<file path="config.mk">
export PLATFORM = sky130hd
export DESIGN_NAME = tdc_readout_word_checker_core
export DESIGN_NICKNAME = d
export VERILOG_FILES = /design/src/rtl/tdc_rwc_pkg.sv /design/src/rtl/tdc_rwc_front.sv /design/src/rtl/tdc_rwc_queue.sv /design/src/rtl/tdc_rwc_back.sv /design/src/rtl/tdc_readout_word_checker_core.sv
export VERILOG_INCLUDE_DIRS = /design/src /design/src/rtl
export SDC_FILE = /design/constraint.sdc
export NUM_CORES = 1
export LEC_CHECK = 0
export BUFFER_PORTS_ARGS = -buffer_cell sky130_fd_sc_hd__buf_4
export CAP_MARGIN = 20
export CELL_PAD_IN_SITES_DETAIL_PLACEMENT = 1
export CELL_PAD_IN_SITES_GLOBAL_PLACEMENT = 2
export CORE_MARGIN = 2
export CORE_UTILIZATION = 41
export DETAILED_ROUTE_END_ITERATION = 10
export PLACE_DENSITY_LB_ADDON = 0.1
export SLEW_MARGIN = 20
export SYNTH_ARGS = -nofsm -noshare
export SYNTH_HDL_FRONTEND = slang
export SYNTH_SLANG_ARGS = --single-unit
</file>
<file path="constraint.sdc">
create_clock -name clk -period 5.2 [get_ports clk]
set_input_delay 1.04 -clock clk [delete_from_list [all_inputs] [get_ports clk]]
set_output_delay 1.04 -clock clk [all_outputs]
set_load 0.005 [all_outputs]
</file>
<file path="src/rtl/tdc_readout_word_checker_core_defines.svh">
// assertion helpers for the readout word checker
// each expects clk and rst_n in the scope of use
`ifndef TDC_READOUT_WORD_CHECKER_CORE_DEFINES_SVH
`define TDC_READOUT_WORD_CHECKER_CORE_DEFINES_SVH

// condition implies consequence in the same cycle
`define TRWC_AST_SAME(lbl, ante, cons) \
  lbl: assert property (@(posedge clk) disable iff (!rst_n) (ante) |-> (cons)) \
    else $error("tdc readout checker: same-cycle check failed");

// condition implies consequence starting in the cycle after
`define TRWC_AST_NEXT(lbl, ante, cons) \
  lbl: assert property (@(posedge clk) disable iff (!rst_n) (ante) |=> (cons)) \
    else $error("tdc readout checker: next-cycle check failed");

`endif

</file>
<file path="src/rtl/tdc_rwc_pkg.sv">
package tdc_rwc_pkg;

  // queue between decode and check
  localparam int QDEPTH = 2;
  localparam int QPTR_W = (QDEPTH > 1) ? $clog2(QDEPTH) : 1;
  localparam int QCNT_W = $clog2(QDEPTH + 1);

  // configuration port widths
  localparam int CFG_IDX_W  = 2;
  localparam int CFG_DATA_W = 9;

  // register indexes
  typedef enum logic [CFG_IDX_W-1:0] {
    CFG_SLOT_MIN  = 2'd0,
    CFG_SLOT_MAX  = 2'd1,
    CFG_TRIG_TOL  = 2'd2
  } cfg_idx_t;

  // register reset values
  localparam logic [4:0] SLOT_MIN_RST = 5'd1;
  localparam logic [4:0] SLOT_MAX_RST = 5'd21;
  localparam logic [8:0] TRIG_TOL_RST = 9'd1;

  // raw time that marks an empty measurement
  localparam logic [15:0] TIME_INVALID = 16'hffff;

  // check status codes
  typedef enum logic [1:0] {
    ST_CHECKING = 2'd0,
    ST_PASSED   = 2'd1,
    ST_FAILED   = 2'd2,
    ST_SKIPPED  = 2'd3
  } check_status_t;

  typedef struct packed {
    logic [4:0] slot_min;
    logic [4:0] slot_max;
    logic [8:0] trig_time_tolerance;
  } cfg_t;

  typedef struct packed {
    logic [31:0] data_word;
    logic        first_word;
    logic        last_word;
  } in_item_t;

  typedef struct packed {
    logic        is_header;
    logic [4:0]  slot;
    logic [5:0]  channel;
    logic [15:0] time_value;
    logic [5:0]  event_number;
    logic [8:0]  trigger_time;
    logic [1:0]  header_flags;
    logic        hit_fifo_full;
    logic        output_fifo_full;
    logic        resolution_locked;
    logic        hit_valid;
    logic [1:0]  check_status;
  } out_item_t;

  // decoded word waiting for the checker
  typedef struct packed {
    out_item_t res;
    logic      first_word;
    logic      last_word;
  } dec_item_t;

  typedef struct packed {
    logic full;
    logic empty;
  } q_status_t;

endpackage

</file>
<file path="src/rtl/tdc_rwc_front.sv">
module tdc_rwc_front (
  input  tdc_rwc_pkg::in_item_t  in_item,
  input  tdc_rwc_pkg::cfg_t      cfg,
  output tdc_rwc_pkg::dec_item_t dec_item
);
  import tdc_rwc_pkg::*;

  logic [31:0] w;
  logic        hdr;

  assign w   = in_item.data_word;
  assign hdr = ~w[23];

  // split the word into header or data fields
  always_comb begin
    dec_item                      = '0;
    dec_item.first_word           = in_item.first_word;
    dec_item.last_word            = in_item.last_word;
    dec_item.res.is_header        = hdr;
    dec_item.res.slot             = w[31:27];
    dec_item.res.hit_fifo_full    = w[24];
    dec_item.res.output_fifo_full = w[25];
    dec_item.res.resolution_locked = w[26];
    dec_item.res.check_status     = ST_CHECKING;
    if (hdr) begin
      dec_item.res.channel      = w[5:0];
      dec_item.res.event_number = w[21:16];
      dec_item.res.trigger_time = w[15:7];
      dec_item.res.header_flags = {w[6], w[22]};
    end else begin
      dec_item.res.channel    = w[21:16];
      dec_item.res.time_value = w[15:0];
      dec_item.res.hit_valid  = (w[31:27] >= cfg.slot_min) && (w[31:27] <= cfg.slot_max) &&
                                w[26] && (w[15:0] != TIME_INVALID);
    end
  end

endmodule

</file>
<file path="src/rtl/tdc_rwc_queue.sv">
module tdc_rwc_queue (
  input  logic                   clk,
  input  logic                   rst_n,
  input  logic                   push,
  input  tdc_rwc_pkg::dec_item_t push_item,
  input  logic                   pop,
  output tdc_rwc_pkg::dec_item_t pop_item,
  output tdc_rwc_pkg::q_status_t status
);
  import tdc_rwc_pkg::*;

  dec_item_t         mem_r [QDEPTH];
  logic [QPTR_W-1:0] wr_ptr_r, wr_ptr_nxt;
  logic [QPTR_W-1:0] rd_ptr_r, rd_ptr_nxt;
  logic [QCNT_W-1:0] count_r, count_nxt;

  assign status.full  = (count_r == QCNT_W'(QDEPTH));
  assign status.empty = (count_r == '0);
  assign pop_item     = mem_r[rd_ptr_r];

  // pointer and fill count update
  always_comb begin
    wr_ptr_nxt = wr_ptr_r;
    rd_ptr_nxt = rd_ptr_r;
    count_nxt  = count_r;
    if (push) begin
      wr_ptr_nxt = (wr_ptr_r == QPTR_W'(QDEPTH - 1)) ? '0 : wr_ptr_r + 1'b1;
    end
    if (pop) begin
      rd_ptr_nxt = (rd_ptr_r == QPTR_W'(QDEPTH - 1)) ? '0 : rd_ptr_r + 1'b1;
    end
    if (push && !pop) begin
      count_nxt = count_r + 1'b1;
    end else if (pop && !push) begin
      count_nxt = count_r - 1'b1;
    end
  end

  always_ff @(posedge clk) begin
    if (!rst_n) begin
      wr_ptr_r <= '0;
      rd_ptr_r <= '0;
      count_r  <= '0;
    end else begin
      wr_ptr_r <= wr_ptr_nxt;
      rd_ptr_r <= rd_ptr_nxt;
      count_r  <= count_nxt;
    end
  end

  // entry storage
  always_ff @(posedge clk) begin
    if (push) begin
      mem_r[wr_ptr_r] <= push_item;
    end
  end

endmodule

</file>
<file path="src/rtl/tdc_rwc_back.sv">
module tdc_rwc_back (
  input  logic                   clk,
  input  logic                   rst_n,
  input  tdc_rwc_pkg::cfg_t      cfg,
  input  tdc_rwc_pkg::dec_item_t q_item,
  input  logic                   q_empty,
  output logic                   pop,
  output logic                   out_valid,
  input  logic                   out_stall,
  output tdc_rwc_pkg::out_item_t out_item
);
  import tdc_rwc_pkg::*;

  logic [5:0]    ref_evn_r, ref_evn_nxt;
  logic [8:0]    ref_trig_r, ref_trig_nxt;
  logic          failed_r, failed_nxt;
  logic          hdr_ok_r, hdr_ok_nxt;
  logic          out_valid_r;
  out_item_t     out_item_r, out_item_nxt;
  check_status_t status;
  logic [8:0]    diff;
  logic          hdr_pass;

  // take a word whenever the output register is free or draining
  assign pop       = !q_empty && (!out_valid_r || !out_stall);
  assign out_valid = out_valid_r;
  assign out_item  = out_item_r;

  // header comparison against the reference
  always_comb begin
    diff = (q_item.res.trigger_time >= ref_trig_r) ? q_item.res.trigger_time - ref_trig_r
                                                   : ref_trig_r - q_item.res.trigger_time;
    hdr_pass = (q_item.res.event_number == ref_evn_r) &&
               (diff <= cfg.trig_time_tolerance) && !q_item.res.header_flags[0];
  end

  // buffer check state and status
  always_comb begin
    ref_evn_nxt  = ref_evn_r;
    ref_trig_nxt = ref_trig_r;
    failed_nxt   = failed_r;
    hdr_ok_nxt   = hdr_ok_r;
    status       = ST_CHECKING;
    if (q_item.first_word) begin
      hdr_ok_nxt = 1'b0;
      if (q_item.res.is_header) begin
        failed_nxt   = 1'b0;
        ref_evn_nxt  = q_item.res.event_number;
        ref_trig_nxt = q_item.res.trigger_time;
      end else begin
        failed_nxt = 1'b1;
        status     = ST_FAILED;
      end
    end else if (failed_r) begin
      status = ST_SKIPPED;
    end else if (q_item.res.is_header) begin
      if (hdr_pass) begin
        hdr_ok_nxt = 1'b1;
      end else begin
        failed_nxt = 1'b1;
        status     = ST_FAILED;
      end
    end
    // closing word of a buffer still being checked
    if (q_item.last_word && !failed_nxt && status == ST_CHECKING) begin
      if (hdr_ok_nxt) begin
        status = ST_PASSED;
      end else begin
        failed_nxt = 1'b1;
        status     = ST_FAILED;
      end
    end
  end

  // decoded fields with the check status
  always_comb begin
    out_item_nxt              = q_item.res;
    out_item_nxt.check_status = status;
  end

  always_ff @(posedge clk) begin
    if (!rst_n) begin
      ref_evn_r   <= '0;
      ref_trig_r  <= '0;
      failed_r    <= 1'b0;
      hdr_ok_r    <= 1'b0;
      out_valid_r <= 1'b0;
    end else begin
      if (pop) begin
        ref_evn_r  <= ref_evn_nxt;
        ref_trig_r <= ref_trig_nxt;
        failed_r   <= failed_nxt;
        hdr_ok_r   <= hdr_ok_nxt;
      end
      if (pop) begin
        out_valid_r <= 1'b1;
      end else if (!out_stall) begin
        out_valid_r <= 1'b0;
      end
    end
  end

  // result register
  always_ff @(posedge clk) begin
    if (pop) begin
      out_item_r <= out_item_nxt;
    end
  end

endmodule

</file>
<file path="src/rtl/tdc_readout_word_checker_core.sv">
// Readout word checker: decodes one 32-bit converter word per cycle into
// header or data fields and checks each buffer (first word is the reference
// header, later headers must match it). Sustained rate is one word per clock
// unless in_stall or out_stall holds the flow; a word's result is registered:
// the decode stage writes a two-entry queue, and the checker pulls from that
// queue into the output register. in_stall rises only when the queue is full,
// so either side can hold off on its own. Configuration writes are always ready
// and must be issued while no words are in flight.
`include "tdc_readout_word_checker_core_defines.svh"

module tdc_readout_word_checker_core (
  input  logic                                    clk,
  input  logic                                    rst_n,
  input  logic                                    in_valid,
  output logic                                    in_stall,
  input  tdc_rwc_pkg::in_item_t                   in_payload,
  output logic                                    out_valid,
  input  logic                                    out_stall,
  output tdc_rwc_pkg::out_item_t                  out_payload,
  input  logic                                    cfg_valid,
  output logic                                    cfg_ready,
  input  logic [tdc_rwc_pkg::CFG_IDX_W-1:0]       cfg_index,
  input  logic [tdc_rwc_pkg::CFG_DATA_W-1:0]      cfg_data
);
  import tdc_rwc_pkg::*;

  cfg_t      cfg_r, cfg_nxt;
  dec_item_t dec_item;
  dec_item_t q_item;
  q_status_t q_stat;
  logic      in_accept;
  logic      q_pop;

  assign cfg_ready = 1'b1;
  assign in_stall  = q_stat.full;
  assign in_accept = in_valid && !in_stall;

  // configuration register writes
  always_comb begin
    cfg_nxt = cfg_r;
    if (cfg_valid) begin
      case (cfg_index)
        CFG_SLOT_MIN: cfg_nxt.slot_min            = cfg_data[4:0];
        CFG_SLOT_MAX: cfg_nxt.slot_max            = cfg_data[4:0];
        CFG_TRIG_TOL: cfg_nxt.trig_time_tolerance = cfg_data[8:0];
        default:      cfg_nxt = cfg_r;
      endcase
    end
  end

  always_ff @(posedge clk) begin
    if (!rst_n) begin
      cfg_r.slot_min            <= SLOT_MIN_RST;
      cfg_r.slot_max            <= SLOT_MAX_RST;
      cfg_r.trig_time_tolerance <= TRIG_TOL_RST;
    end else begin
      cfg_r <= cfg_nxt;
    end
  end

  // decode stage
  tdc_rwc_front u_front (
    .in_item  (in_payload),
    .cfg      (cfg_r),
    .dec_item (dec_item)
  );

  // decoupling queue
  tdc_rwc_queue u_queue (
    .clk       (clk),
    .rst_n     (rst_n),
    .push      (in_accept),
    .push_item (dec_item),
    .pop       (q_pop),
    .pop_item  (q_item),
    .status    (q_stat)
  );

  // buffer checker and result register
  tdc_rwc_back u_back (
    .clk       (clk),
    .rst_n     (rst_n),
    .cfg       (cfg_r),
    .q_item    (q_item),
    .q_empty   (q_stat.empty),
    .pop       (q_pop),
    .out_valid (out_valid),
    .out_stall (out_stall),
    .out_item  (out_payload)
  );

  // checks
  `TRWC_AST_NEXT(a_empty_path_latency, in_accept && q_stat.empty && !out_valid, ##1 out_valid)
  `TRWC_AST_SAME(a_data_no_hdr_fields, out_valid && !out_payload.is_header,
                 out_payload.event_number == '0 && out_payload.trigger_time == '0 &&
                 out_payload.header_flags == '0)
  `TRWC_AST_SAME(a_hdr_no_hit, out_valid && out_payload.is_header,
                 !out_payload.hit_valid && out_payload.time_value == '0)

endmodule

</file>
==> results of run 1 <==
## cell usage in the layout, fill, tap and decap left out, types with 17 or more instances in the layout
| cell type | Yosys | routed |
|---|---|---|
| inv_1 | 44 | 43 |
| and2_1 | 20 | 20 |
| nor2b_1 | 39 | 39 |
| ha_1 | 37 | 37 |
| a21oi_1 | 19 | 19 |
| edfxtp_1 | 153 | 153 |
| dfxtp_1 | 42 | 41 |
| nand2_1 | 29 | 29 |
| buf_4 | 1 | 106 |
| mux2i_1 | 29 | 29 |
| mux2_2 | 47 | 47 |
| clkbuf_16 | 0 | 17 |
## cell families after synthesis
kind of cell,count (synthesis)
DFF,195
and+or+nand+nor,137
AOI/OAI and AO/OA,86
muxes,77
buffers and inverters,67
adders and majority gates,39
xor gates and xnor gates,14
other,1
## metrics by stage
stage	util	setup slack [ps]	std cells	hold slack, ps	instance area [um^2]
finish	0.504	643	1002	499	10300
global route	0.504	263	1002	544	10300
CTS	0.502	596	1001	505	10200
detailed placement	0.472	643	969	491	9610
global placement	0.472	783	969	480	9610
floorplan	-	947	616	446	8590
## area by class of cell
cell class | count | area [um^2] | area share
Clock buffer | 17 | 425 | 0.0415
Tap cell | 270 | 338 | 0.0329
Multi-Input combinational cell | 354 | 2880 | 0.281
Timing Repair Buffer | 107 | 823 | 0.0803
Sequential cell | 195 | 5440 | 0.530
Inverter | 44 | 165 | 0.0161
Clock inverter | 15 | 188 | 0.0183
## report_power, final
part	internal [mW]	leakage, nW	switching, mW
clock	0.693	0.297	0.642
sequential	2.13	1.80	0.153
combinational	0.904	1.89	1.10
## cell usage after synthesis (3+ instances only)
library cell / instances
edfxtp_1: 153
o21ai_1: 4
ha_1: 37
and2_1: 20
mux2i_1: 29
o211a_1: 9
nand2_1: 29
nand2b_1: 5
nand3_1: 6
nor2b_1: 39
inv_1: 44
nand4_1: 7
o21a_1: 4
o32ai_1: 3
o21ai_0: 13
a21o_1: 8
dfxtp_1: 42
xor2_1: 3
nand3b_1: 3
buf_2: 6
clkbuf_1: 13
a21oi_1: 19
mux2_2: 47
nor2_1: 14
xnor2_1: 11
buf_6: 3
## worst reg2reg max path, cell delays in order (launching register included)
cell and delay (ps):
dfxtp_2 720, mux2i_1 530, inv_1 190, fa_1 480, a21o_1 180, a21o_1 190, o32ai_2 340, a2bb2oi_1 240
xnor2_1 160, ha_1 270, a21o_1 160, a21oi_1 130, nor2b_1 70, a2111oi_2 340, o21ai_1 150, o41ai_2 310
## worst max-delay path by stage
stage / from / endpoint / slack [ps] / depth (start not counted)
floorplan: flip-flop / u_back.out_item[1] / 950 / 18
global placement: flip-flop / u_back.hdr_ok_r / 780 / 15
detailed placement: flip-flop / u_back.hdr_ok_r / 640 / 15
CTS: flip-flop / u_back.hdr_ok_r / 600 / 15
global route: flip-flop / u_back.hdr_ok_r / 260 / 15
finish: flip-flop / u_back.hdr_ok_r / 640 / 15
## flip-flops by register name, indices dropped and copies added, names as in the netlist, named ones only
| register | cells |
|---|---|
| cfg_r | 19 |
| u_back.failed_r | 1 |
| u_back.ref_evn_r | 6 |
| u_back.out_valid | 1 |
| u_queue.wr_ptr_r | 1 |
| u_back.ref_trig_r | 9 |
| u_back.hdr_ok_r | 1 |
| u_queue.mem_r | 102 |
| u_back.out_item | 51 |
| u_queue.count_r | 2 |
| u_queue.rd_ptr_r | 1 |
## metal layers
metal	routed length (um)	up-vias	track usage
met5	0	-	0
li1	-	2440	-
met1	8620	2569	0.235
met2	8990	114	0.295
met3	809	26	0.0417
met4	359	0	0.0571
==> impl_metrics.csv, run 1 <==
group,metric,value,unit
outcome,status,"finished, final reports clean",
hold_path,hold_depth,2,
critical_path,path_cells,"mux2i_1 -> inv_1 -> fa_1 -> a21o_1 -> a21o_1 -> o32ai_2 -> a2bb2oi_1 -> xnor2_1 -> ha_1 -> a21o_1 -> a21oi_1 -> nor2b_1 -> a2111oi_2 -> o21ai_1 -> o41ai_2",
global_routing,grt_use_total,0.179,
critical_path,cp.buffers_inverters,1,
clocking,path_clk_slew,80,ps
floorplan,initial_utilization,0.422,
layout,fin_nets,808,
sta,slew_violations,0,
sta,max_freq,219,MHz
clocking,cts_max_path_buffers,2,
clocking,cts_made_buffers,17,
clocking,cts.sinks,195,
synth,synth_compound_area_frac,0.0734,
critical_path,required,5530,ps
synth,synth-edff-count,153,
critical_path,cp_slowest_stage_delay,720,ps
synth,synth_xor_area_frac,0.0143,
synth,yosysTopAreaCell,"edfxtp_1",
critical_path,ff2ff_path_depth,15,
floorplan,num_rows,52,
sta,fin_crit,4560,ps
critical_path,path_delay_family,"compound AO/OA/AOI/OAI gates",
placement,dp_hpwl,12900,um
global_routing,antenna_found_initial,0,
critical_path,reg2reg_slack,640,ps
sta,post-route-period-util,0.876,
sta,slew_headroom,0.484,
clocking,cts-root-buf,"clkbuf_16",
pwr,power_leakage,3.98,nW
sta,fin_skew,12.7,ps
synth,synth_top_family_by_area,"multiplexers",
clocking,postCtsSetupBuffers,0,
critical_path,crit_path_end_kind,"flip-flop",
placement,gp_congestion,0.827,
clocking,clock_latency,430,ps
global_routing,grt_max_degree,54,
synth,synth_warnings,0,
sta,rsz0062_at_grt,"false",
critical_path,crit_fanout,22,
drt,dr.pass1.iters,4,
critical_path,timing.rr.end,"u_back.hdr_ok_r",
pwr,power_density,548,mW/mm^2
clocking,htreeDepth,4,
clocking,cts_tree,"done",
sta,hold_viol_final,0,
synth,synthArstFlopShare,0,
critical_path,worstSetupPathType,"reg -> reg",
synth,synth_seq_cells,195,
global_routing,gr-total-overflow,0,
global_routing,grt_pass1_vias,5653,
placement,port_buffers,102,
synth,synth.avg_cell_area,13.9,um^2
layout,fillers,2041,
critical_path,slowest_stage,"dfxtp_2",
layout,insertedDiodeCount,0,
drt,post_drt_wl_per_cell,18.7,um
critical_path,cp.arrival,4890,ps
global_routing,grt_pass1_wl,30200,um
hold_path,min_to,"cfg_r[14]",
floorplan,die_area,0.0221,mm^2
floorplan,die_w,149,um
floorplan,die_h,149,um
drt,via_per_inst,5.14,
synth,yosys.area_share.simple,0.0899,
pwr,p_total,5.62,mW
synth,synthesis.nets,705,
drt,vias,5149,
synth,syn-cell-area,0.00859,mm^2
synth,synth_adder_area_share,0.0586,
drt,wl,18800,um
floorplan,core_area,0.0204,mm^2
synth,synthMuxAreaShare,0.0972,
clocking,ctsHoldBuffers,0,
drt,ant_nets,0,
sta,setup_viol,0,
critical_path,critPathLaunchType,"flip-flop",
layout,area_growth_syn_to_layout,19.4,%
critical_path,cpMostUsedCell,"a21o_1",
synth,synth_ff_type,"edfxtp_1",
clocking,ctsResizeCount,0,
hold_path,hold_class,"reg -> reg",
layout,layout-drive-gt1-share,0.280,
synth,synth_area_leaders,"edfxtp_1 54%, dfxtp_1 9.8%, mux2_2 6.2%",
sta,finalSetupTns,0,ps
floorplan,io_pins,104,
drt,drt_drc_violations_left,0,
synth,ys_seq_area_frac,0.633,
pwr,ir_drop,0.240,mV
flow_run,max_cap_violations,0,
sta,worst_slew_pin_slew,767,ps
hold_path,hp-start,"cfg_r[14]",
drt,drt_iter0_markers,207,
synth,synthCells,616,
synth,synth_top_cell_area_share,0.535,
synth,ys_types,63,
No activity file was read; power rests on OpenSTA's default activity.
==> run 2: changes to the inputs <==
--- a/config.mk
+++ b/config.mk
@@ -13,6 +13,7 @@
 export CORE_MARGIN = 2
 export CORE_UTILIZATION = 41
 export DETAILED_ROUTE_END_ITERATION = 10
+export GPL_TIMING_DRIVEN = 0
 export PLACE_DENSITY_LB_ADDON = 0.1
 export SLEW_MARGIN = 20
 export SYNTH_ARGS = -nofsm -noshare
==> run 2 against run 1 <==
Clock skew grew 3.3 ps; register-to-register slack lost 320 ps; combinational power grew 8%; sequential cell count is the same; clock power is essentially flat; cell count grew 2.3%; global-route usage grew 0.61 points; power grew 2.6%; fmax shrank 6.6%; routed wire length grew 4.1%; cell area grew 2.1%; sequential share of layout area shrank 1.1 points; largest cell class unchanged.
==> impl_metrics.csv, run 2 (synthesis results as in run 1) <==
group,metric,value,unit
critical_path,worstSetupPathType,"reg -> reg",
drt,ant_nets,0,
layout,top_register,"u_queue.mem_r",
clocking,htreeDepth,4,
layout,insertedDiodeCount,0,
sta,rsz0062_at_grt,"false",
clocking,cts_max_path_buffers,2,
sta,worst_slew_pin_slew,784,ps
hold_path,hold_class,"reg -> reg",
floorplan,num_rows,52,
floorplan,die_w,149,um
layout,fillers,2073,
clocking,clock_latency,440,ps
clocking,cts_made_buffers,17,
sta,slew_violations,0,
global_routing,grt_pass1_vias,5708,
critical_path,path_cells,"buf_6 -> buf_6 -> clkbuf_4 -> mux2i_1 -> ha_1 -> buf_6 -> a21oi_1 -> o22ai_1 -> o31a_2 -> nor2_2 -> mux2_2 -> ha_1 -> nor2b_1 -> o21ai_0 -> nand2b_1 -> a2111oi_4 -> o21ai_1 -> o41ai_2",
sta,setup_viol,0,
sta,fin_skew,16.0,ps
placement,dp_hpwl,14300,um
drt,drt_iter0_markers,207,
floorplan,die_area,0.0221,mm^2
critical_path,cp_slowest_stage_delay,420,ps
drt,drt_drc_violations_left,0,
critical_path,cp.arrival,5200,ps
placement,port_buffers,102,
outcome,status,"finished, final reports clean",
clocking,path_clk_slew,70,ps
drt,vias,5212,
global_routing,grt_use_total,0.185,
pwr,ir_drop,0.246,mV
critical_path,crit_fanout,10,
pwr,power_leakage,4.07,nW
layout,fin_nets,831,
placement,dp_worst_setup_slack,46.3,ps
clocking,postCtsSetupBuffers,0,
clocking,cts-root-buf,"clkbuf_16",
critical_path,required,5520,ps
global_routing,grt_pass1_wl,31000,um
flow_run,max_cap_violations,0,
drt,post_drt_wl_per_cell,19.1,um
critical_path,path_delay_family,"compound AO/OA/AOI/OAI gates",
pwr,p_total,5.77,mW
critical_path,crit_path_end_kind,"flip-flop",
sta,fin_crit,4880,ps
sta,fin_ws,320,ps
drt,dr.pass1.iters,4,
placement,gp_congestion,0.792,
pwr,power_density,551,mW/mm^2
clocking,cts_tree,"done",
critical_path,cp.buffers_inverters,4,
drt,wl,19500,um
floorplan,die_h,149,um
sta,hold_viol_final,0,
layout,layout-drive-gt1-share,0.290,
layout,final_cell_mix,"153 x edfxtp_1, 103 x buf_4, 47 x mux2_2, 43 x inv_1, 41 x dfxtp_1",
sta,slew_headroom,0.477,
sta,max_freq,205,MHz
floorplan,initial_utilization,0.422,
sta,post-route-period-util,0.938,
global_routing,gr-total-overflow,0,
critical_path,critPathLaunchType,"flip-flop",
floorplan,core_area,0.0204,mm^2
critical_path,cpMostUsedCell,"buf_6",
layout,mostFrequentLayoutCell,"edfxtp_1",
floorplan,io_pins,104,
global_routing,grt_max_degree,46,
layout,final_util,0.514,
critical_path,slowest_stage,"o31a_2",
layout,area_growth_syn_to_layout,22.0,%
global_routing,antenna_found_initial,0,
layout,largest_reg_flops,102,
drt,via_per_inst,5.08,
clocking,cts.sinks,195,
[run 2: cell types whose count changed in the layout (fill, tap and decap cells not counted), sizes merged]
cell / before / now
clkinvlp: 0 / 1
inv: 51 / 52
clkinv: 7 / 5
clkbuf: 17 / 31
buf: 107 / 116
[run 2: layout make-up]
| type | instances | area [um^2] | area share |
|---|---|---|---|
| plain buffers | 23 | 123 | 0.0117 |
| clock buffers | 17 | 425 | 0.0406 |
| clock inverters | 15 | 183 | 0.0174 |
| repair buffers | 107 | 888 | 0.0848 |
| inverters | 44 | 168 | 0.0160 |
| flip-flops and latches | 195 | 5440 | 0.519 |
| well taps | 270 | 338 | 0.0323 |
| multi-input cells | 354 | 2910 | 0.278 |
[run 2: timing repair]
item,4_1_cts,5_1_grt
endpoints found under the setup margin,0,4
resized for setup,0,7
hold buffers,0,0
[run 2: final timing paths]
path / from / to / slack (ps) / cells past startpoint
max: flip-flop / u_back.hdr_ok_r / 320 / 18
min: cfg_r[0] / cfg_r[0] / 500 / 2
max reg2reg: flip-flop / u_back.hdr_ok_r / 320 / 18
min reg2reg: cfg_r[0] / cfg_r[0] / 500 / 2
[run 2: through the flow]
| step | TNS [ps] | instance area (um^2) | hold WS, ps | std cells |
|---|---|---|---|---|
| after floorplan | 0 | 8590 | 446 | 616 |
| after global placement | -9130 | 9690 | 479 | 988 |
| after detailed placement | 0 | 9830 | 486 | 993 |
| after CTS | 0 | 10400 | 506 | 1025 |
| after global routing | 0 | 10500 | 531 | 1025 |
| final | 0 | 10500 | 502 | 1025 |
[run 2: where the power goes]
part	switching, mW	internal, mW
Sequential	0.136	2.12
Combinational	1.18	0.992
Clock	0.645	0.694
Total	1.96	3.81
[run 2: worst register-to-register path, stage by stage, from the launching register on]
cell       delay (ps)
dfxtp_2           410
buf_6             170
buf_6             170
clkbuf_4          310
mux2i_1           390
ha_1              310
buf_6             140
a21oi_1           200
o22ai_1           150
o31a_2            420
nor2_2            180
mux2_2            370
ha_1              280
nor2b_1           130
o21ai_0           160
nand2b_1          120
a2111oi_4         400
o21ai_1           160
o41ai_2           330
[run 2: metal layers]
layer	wire length, um	part of all wire	global-route usage	vias to the layer above
li1	-	-	-	2501
met3	668	0.034	0.0371	16
met2	9860	0.50	0.324	92
met4	203	0.010	0.0481	0
met5	0	0	0	-
met1	8810	0.45	0.235	2603
